File: config.mk
export PLATFORM = sky130hd
export DESIGN_NAME = mtfc_parser
export DESIGN_NICKNAME = d
export VERILOG_FILES = /design/src/hdl/mtfc_pkg.sv /design/src/hdl/mtfc_parser.sv
export SDC_FILE = /design/constraint.sdc
export NUM_CORES = 1
export LEC_CHECK = 0
export BUFFER_PORTS_ARGS = -buffer_cell sky130_fd_sc_hd__buf_2
export CORE_UTILIZATION = 50
export CTS_CLUSTER_DIAMETER = 60
export DETAILED_ROUTE_END_ITERATION = 10
export PLACE_DENSITY = 0.82
export SLEW_MARGIN = 20
export SYNTH_ARGS = -nofsm -noshare
export SYNTH_HDL_FRONTEND = slang
export SYNTH_SLANG_ARGS = --single-unit
File: constraint.sdc
create_clock -name i_clk -period 4.1 [get_ports i_clk]
set_input_delay 0.82 -clock i_clk [delete_from_list [all_inputs] [get_ports i_clk]]
set_output_delay 0.82 -clock i_clk [all_outputs]
set_load 0.05 [all_outputs]
File: src/hdl/mtfc_pkg.sv
// Shared types and constants of the Modbus/TCP frame checker.
// Used by mtfc_parser, mtfc_checker and modbus_tcp_frame_checker.
package mtfc_pkg;

    localparam int unsigned CFG_INDEX_BITS = 8;

    // Configuration register indexes.
    localparam logic [CFG_INDEX_BITS-1:0] REG_WATCHED = 8'd0;
    localparam logic [CFG_INDEX_BITS-1:0] REG_CEILING = 8'd1;

    localparam logic [15:0] WATCHED_RESET = 16'h0001;
    localparam logic [15:0] CEILING_RESET = 16'd3000;

    localparam logic [7:0]  WRITE_SINGLE    = 8'h06;
    localparam logic [15:0] PROTOCOL_MODBUS = 16'h0000;
    localparam logic [3:0]  HEADER_BYTES    = 4'd8;
    localparam logic [3:0]  WRITE_BYTES     = 4'd12;

    // Parse status codes.
    localparam logic [1:0] ST_OK          = 2'd0;
    localparam logic [1:0] ST_SHORT       = 2'd1;
    localparam logic [1:0] ST_BAD_PROTO   = 2'd2;
    localparam logic [1:0] ST_SHORT_WRITE = 2'd3;

    // Assessment codes.
    localparam logic [1:0] AS_NONE       = 2'd0;
    localparam logic [1:0] AS_OK         = 2'd1;
    localparam logic [1:0] AS_SUSPICIOUS = 2'd2;

    localparam int unsigned OUT_BITS = 180;
    localparam int unsigned OUT_DATA_BITS = 184;

    typedef struct packed {
        logic [15:0] transaction;
        logic [15:0] protocol;
        logic [15:0] length;
        logic [7:0]  unit;
        logic [7:0]  code;
        logic [15:0] address;
        logic [15:0] value;
        logic [3:0]  count;
    } t_frame;

    typedef struct packed {
        logic [15:0] watched;
        logic [15:0] ceiling;
    } t_cfg;

endpackage

File: src/hdl/mtfc_parser.sv
// Byte parser: places each byte into the MBAP and PDU field registers and
// holds a snapshot of the fields at frame end. Depends on mtfc_pkg.
module mtfc_parser
    import mtfc_pkg::*;
(
    input  logic       i_clk,
    input  logic       i_rst_n,
    input  logic       i_valid,
    output logic       o_ready,
    input  logic [7:0] i_byte,
    input  logic       i_last,
    output logic       o_frame_vld,
    output t_frame     o_frame,
    input  logic       i_take
);

    logic [3:0]  r_pos;
    logic [15:0] r_tx, r_proto, r_len, r_addr, r_val;
    logic [7:0]  r_unit, r_code;
    logic        r_snap_vld;
    t_frame      r_snap;

    logic [15:0] n_tx, n_proto, n_len, n_addr, n_val;
    logic [7:0]  n_unit, n_code;
    logic [3:0]  n_count;
    logic        accept;

    assign o_ready = !r_snap_vld || i_take;
    assign accept  = i_valid && o_ready;

    always_comb begin
        n_tx    = r_tx;
        n_proto = r_proto;
        n_len   = r_len;
        n_unit  = r_unit;
        n_code  = r_code;
        n_addr  = r_addr;
        n_val   = r_val;
        case (r_pos) inside
            4'd0, 4'd1:   n_tx    = {r_tx[7:0], i_byte};
            4'd2, 4'd3:   n_proto = {r_proto[7:0], i_byte};
            4'd4, 4'd5:   n_len   = {r_len[7:0], i_byte};
            4'd6:         n_unit  = i_byte;
            4'd7:         n_code  = i_byte;
            4'd8, 4'd9:   n_addr  = {r_addr[7:0], i_byte};
            4'd10, 4'd11: n_val   = {r_val[7:0], i_byte};
            default: ;
        endcase
        // The position stops at twelve; later bytes change nothing.
        n_count = (r_pos >= WRITE_BYTES) ? WRITE_BYTES : r_pos + 4'd1;
    end

    always_ff @(posedge i_clk) begin
        if (!i_rst_n) begin
            r_pos      <= '0;
            r_tx       <= '0;
            r_proto    <= '0;
            r_len      <= '0;
            r_unit     <= '0;
            r_code     <= '0;
            r_addr     <= '0;
            r_val      <= '0;
            r_snap_vld <= 1'b0;
        end else begin
            if (accept) begin
                r_pos   <= i_last ? 4'd0 : n_count;
                r_tx    <= n_tx;
                r_proto <= n_proto;
                r_len   <= n_len;
                r_unit  <= n_unit;
                r_code  <= n_code;
                r_addr  <= n_addr;
                r_val   <= n_val;
            end
            if (accept && i_last) begin
                r_snap_vld <= 1'b1;
            end else if (i_take) begin
                r_snap_vld <= 1'b0;
            end
        end
    end

    // The snapshot is taken from the next-state values so the following
    // frame may start in the very next cycle.
    always_ff @(posedge i_clk) begin
        if (accept && i_last) begin
            r_snap.transaction <= n_tx;
            r_snap.protocol    <= n_proto;
            r_snap.length      <= n_len;
            r_snap.unit        <= n_unit;
            r_snap.code        <= n_code;
            r_snap.address     <= n_addr;
            r_snap.value       <= n_val;
            r_snap.count       <= n_count;
        end
    end

    assign o_frame_vld = r_snap_vld;
    assign o_frame     = r_snap;

endmodule

After elaboration in Yosys (flattened, before gate mapping)

Index checks and enable logic that the tools add are counted.

Add/subtract/negate cells: 1
Multipliers: 0
Divide/modulo/power cells: 0
Magnitude comparators: 1
Eq/ne operators: 11
Shift operators: 0
Multiplexer cells: 32
Bitwise logic cells: 0
Reductions and logical operators: 11

Operator list:

| cell                  | count |
|---|---|
| $mux W16              | 19 |
| $mux W8               | 9 |
| $eq A4 B3 Y1 const B  | 4 |
| $eq A4 B4 Y1 const B  | 4 |
| $reduce_or A2 Y1      | 5 |
| $eq A4 B2 Y1 const B  | 2 |
| $mux W4               | 2 |
| $add A4 B1 Y4 const B | 1 |
| $eq A4 B1 Y1 const B  | 1 |
| $ge A4 B4 Y1 const B  | 1 |
| $logic_not A4 Y1      | 1 |
| $logic_and A1 B1 Y1   | 2 |
| $mux W1               | 2 |
| $reduce_bool A2 Y1    | 1 |
| $logic_not A1 Y1      | 1 |
| $logic_or A1 B1 Y1    | 1 |

Flip-flop bits (word level): 201
Bits in latches: 0
Memory bits (writable): 0
ROM bits: 0
Input port bits: 13
Output and inout bits: 102
Logic and storage cells: 73
Memories kept: 0

Depth between registers and ports, before layout

Depth in word-level cells: 9
Depth in mapped cells: 9

Worst setup path after synthesis

OpenSTA, ideal clock, no wires.

Path kind: input -> register
Start: input port i_take
End: register r_snap (netlist bit o_frame[0]), enable pin
Library setup time: 472 ps
Arrival time: 3746 ps
Required time: 3628 ps
Slack: -118 ps
Stages: 3
Cell sequence: nand2b_1 buf_2 and3_1

Cells in the longest elaborated chain, start to end: 3

Ends and longest elaborated chain:

| what                | RTL line          | source |
|---|---|---|
| from (decl)         | mtfc_parser.sv:14 | `input logic i_take` |
| $logic_or A1 B1 Y1  | mtfc_parser.sv:28 | `assign o_ready = !r_snap_vld \|\| i_take;` |
| named net o_ready   | mtfc_parser.sv:9  | `output logic o_ready,` |
| $logic_and A1 B1 Y1 | mtfc_parser.sv:29 | `assign accept = i_valid && o_ready;` |
| $logic_and A1 B1 Y1 | mtfc_parser.sv:86 | `if (accept && i_last) begin` |
| to (decl)           | mtfc_parser.sv:21 | `t_frame r_snap;` |

The timed path passes the listed nets, and every way through them passes these cells.
A chain may end at the register's enable or synchronous reset.

Worst setup path in the final report

Start: register r_pos[0]
End: register r_proto[3]

Cells in the longest elaborated chain, start to end: 4
Elaborated cells between the ends (all ways): 8
Classes of those cells: eq/ne: 3; mux: 2; reduce/logical: 3

Ends and longest elaborated chain:

| what                          | RTL line          | source |
|---|---|---|
| from (decl)                   | mtfc_parser.sv:17 | `logic [3:0] r_pos;` |
| from (signal assigned)        | mtfc_parser.sv:66 | `r_pos <= i_last ? 4'd0 : n_count;` |
| $eq A4 B2 Y1 (no source line) | -                 |  |
| $reduce_or A2 Y1              | mtfc_parser.sv:39 | `case (r_pos) inside` |
| $mux W16                      | mtfc_parser.sv:39 |  |
| $mux W16 *                    | mtfc_parser.sv:39 |  |
| to (signal assigned)          | mtfc_parser.sv:68 | `r_proto <= n_proto;` |
| to (decl)                     | mtfc_parser.sv:18 | `logic [15:0] r_tx, r_proto, r_len, r_addr, r_val;` |

Mark *: on every way between the ends. The rest lies on a longest branch, timed or not.

==> metrics.csv <==
stage;metric;value;unit
outcome;status;complete, no violations;
placement;io_buffers;114;
finish;multi_input_area;2840;um^2
finish;num-fill-cells;1264;
timing;clock.fmax;0.343;GHz
min_path;hp-class;reg -> reg;
synthesis;netlist_instances;587;
synthesis;yosysWarnings;0;
route;drc_errors;0;
floorplan;die_w;129;um
timing;min_period;2.92;ns
critical_path;crit_type;reg -> reg;
timing;rsz0062_at_grt;false;
critical_path;arrival;3.31;ns
timing;layout_setup_ws;1.18;ns
global_routing;gr-usage-all-layers;0.199;
cts;cts-root-buf;clkbuf_16;
critical_path;startpoint_type;register;
finish;final-seq-area;5020;um^2
synthesis;ys_seq_area_frac;0.622;
timing;post-route-period-util;0.712;
critical_path;worstPathMaxFanout;17;
power;power.leakage;0.00385;uW
floorplan;die_h;129;um
floorplan;floorplan.initialDensity;0.510;
global_routing;grt_max_degree;90;
timing;tns;0;ns
cts;clock_latency;0.49;ns
floorplan;std_cell_rows;46;
cts;clockBufferDepth;3;
route;postRouteAntennaNets;0;
critical_path;crit_path_end_kind;register;
cts;cts_hold_buf;0;
synthesis;syn_nets;604;
run;maxCapViolations;0;
finish;nets;704;
timing;worst_pin_slew;1.09;ns
timing;final-setup-viol-count;0;
global_routing;grt_pass1_wl;25200;um
route;vias;4824;
finish;layoutNonFillerInstCount;916;
floorplan;die-area;16700;um^2
route;routed_wirelength;16200;um
synthesis;ys.flop_type;dfxtp_1;
timing;hold_viol_final;0;
synthesis;syn_area;8080;um^2
power;p_per_area;457;nW/um^2
critical_path;cp.required;4.50;ns
cts;cts-htree-levels;1;
timing;slew_headroom;0.268;
cts;clk_pin_slew_worst_paths;0.06;ns
synthesis;synth_edf_count;100;
finish;layout_common_cells;buf_2 (114), dfxtp_1 (101), edfxtp_1 (100);
placement;post-place-ws;1.18;ns
cts;cts_resized;0;
timing;worst_clock_skew;0.0152;ns
cts;cts_tree;yes;
route;viasPerCell;5.27;
route;wire_per_inst;17.7;um
finish;diodes;0;
finish;final_util;0.596;
cts;postCtsSetupBuffers;0;
synthesis;avgSynthCellArea;13.8;um^2
global_routing;grt_pass1_vias;4606;
cts;cts_sinks;201;
floorplan;boundaryPins;115;
floorplan;core_region_area;15800;um^2
global_routing;antenna_found_initial;0;
placement;gp_congestion;0.801;
finish;mostFrequentLayoutCell;buf_2;
power;peakVddDrop;0.000265;V
finish;drive_above_1_share;0.359;
synthesis;synth-seq-cells;201;
route;firstDrtPassIters;6;
global_routing;gr-total-overflow;0;
placement;placedCellCount;880;
synthesis;synth.distinct_cells;33;
cts;cts_buffers;20;
finish;syn_to_final_growth;16.8;%
placement;hpwlAfterDp;10200;um
synthesis;ys_async_sr_fraction;0;
route;drt_iter0_markers;314;
timing;slew_violations;0;
-- sequential cells by signal, summed over array words and instances (netlist names) --
signal,flops
r_addr,16
r_pos,4
r_proto,16
r_code,8
r_unit,8
r_val,16
o_frame_vld,1
o_frame,100
r_tx,16
r_len,16
-- where the power goes --
part / internal, uW / switching [uW]
logic: 72.1 / 239
clock network: 1100 / 729
registers: 2150 / 18.8
total: 3320 / 987
-- cell usage after synthesis (all sizes together), types with 2 or more instances --
library cell,instances,area share
a21boi,4,0.0037
a21oi,3,0.0019
and2,2,0.0015
and3,3,0.0023
buf,18,0.015
clkbuf,23,0.011
dfxtp,101,0.25
edfxtp,100,0.37
ha,4,0.0062
inv,2,0.00093
mux2,96,0.13
mux2i,80,0.099
nand2,47,0.022
nand3,16,0.0099
nand4,5,0.0039
nor2,3,0.0014
nor2b,52,0.040
nor3b,3,0.0042
o21ai,16,0.0099
or2,2,0.0016
-- per-layer routing --
metal / track usage / wire length [um]
met1: 0.274 / 7200
met2: 0.326 / 7630
met3: 0.0306 / 980
met4: 0.0630 / 365
met5: 0 / 0
-- final timing paths --
path / depth (start not counted) / slack [ns] / from / end
hold reg to reg: 2 / 0.46 / r_val[14]$_SDFFE_PN0P_ / r_val[14]$_SDFFE_PN0P_
setup / recovery: 7 / 1.18 / r_pos[0]$_SDFFE_PN0P_ / r_proto[3]$_SDFFE_PN0P_
hold / removal: 2 / 0.46 / r_val[14]$_SDFFE_PN0P_ / r_val[14]$_SDFFE_PN0P_
setup reg to reg: 7 / 1.18 / r_pos[0]$_SDFFE_PN0P_ / r_proto[3]$_SDFFE_PN0P_
-- final cells by class --
class	instances	area share
sequential	201	0.533
multi-input combinational	343	0.301
timing repair buffer	119	0.0662
clock buffer	27	0.0602
tap	216	0.0287
clock inverter	8	0.00995
inverter	2	0.000796
-- cells by family (layout without fill, tap and decap cells) --
family / Yosys count / after routing / share of synthesized area
compound gates: 25 / 25 / 0.0172
buf+inv: 43 / 156 / 0.0270
fa+ha+maj: 4 / 4 / 0.00620
flops: 201 / 201 / 0.622
mux: 176 / 176 / 0.233
simple gates: 138 / 138 / 0.0944
-- stage by stage --
step	instance area [um^2]	hold slack (ns)	total power [uW]
final	9430	0.460	4310
after global routing	9430	0.482	4450
after CTS	9420	0.463	4350
after detailed placement	8760	0.453	2530
after global placement	8760	0.440	2520
after floorplan	8080	0.432	2450
-- worst max-delay path, stage by stage, from the launching register on --
cell and delay, ns:
dfxtp_1 0.44, inv_1 0.10, ha_1 0.23, or2_1 0.36
nor4_4 0.25, buf_4 0.29, nor2b_2 0.86, mux2i_1 0.30
No activity file was read; power rests on OpenSTA's default activity.
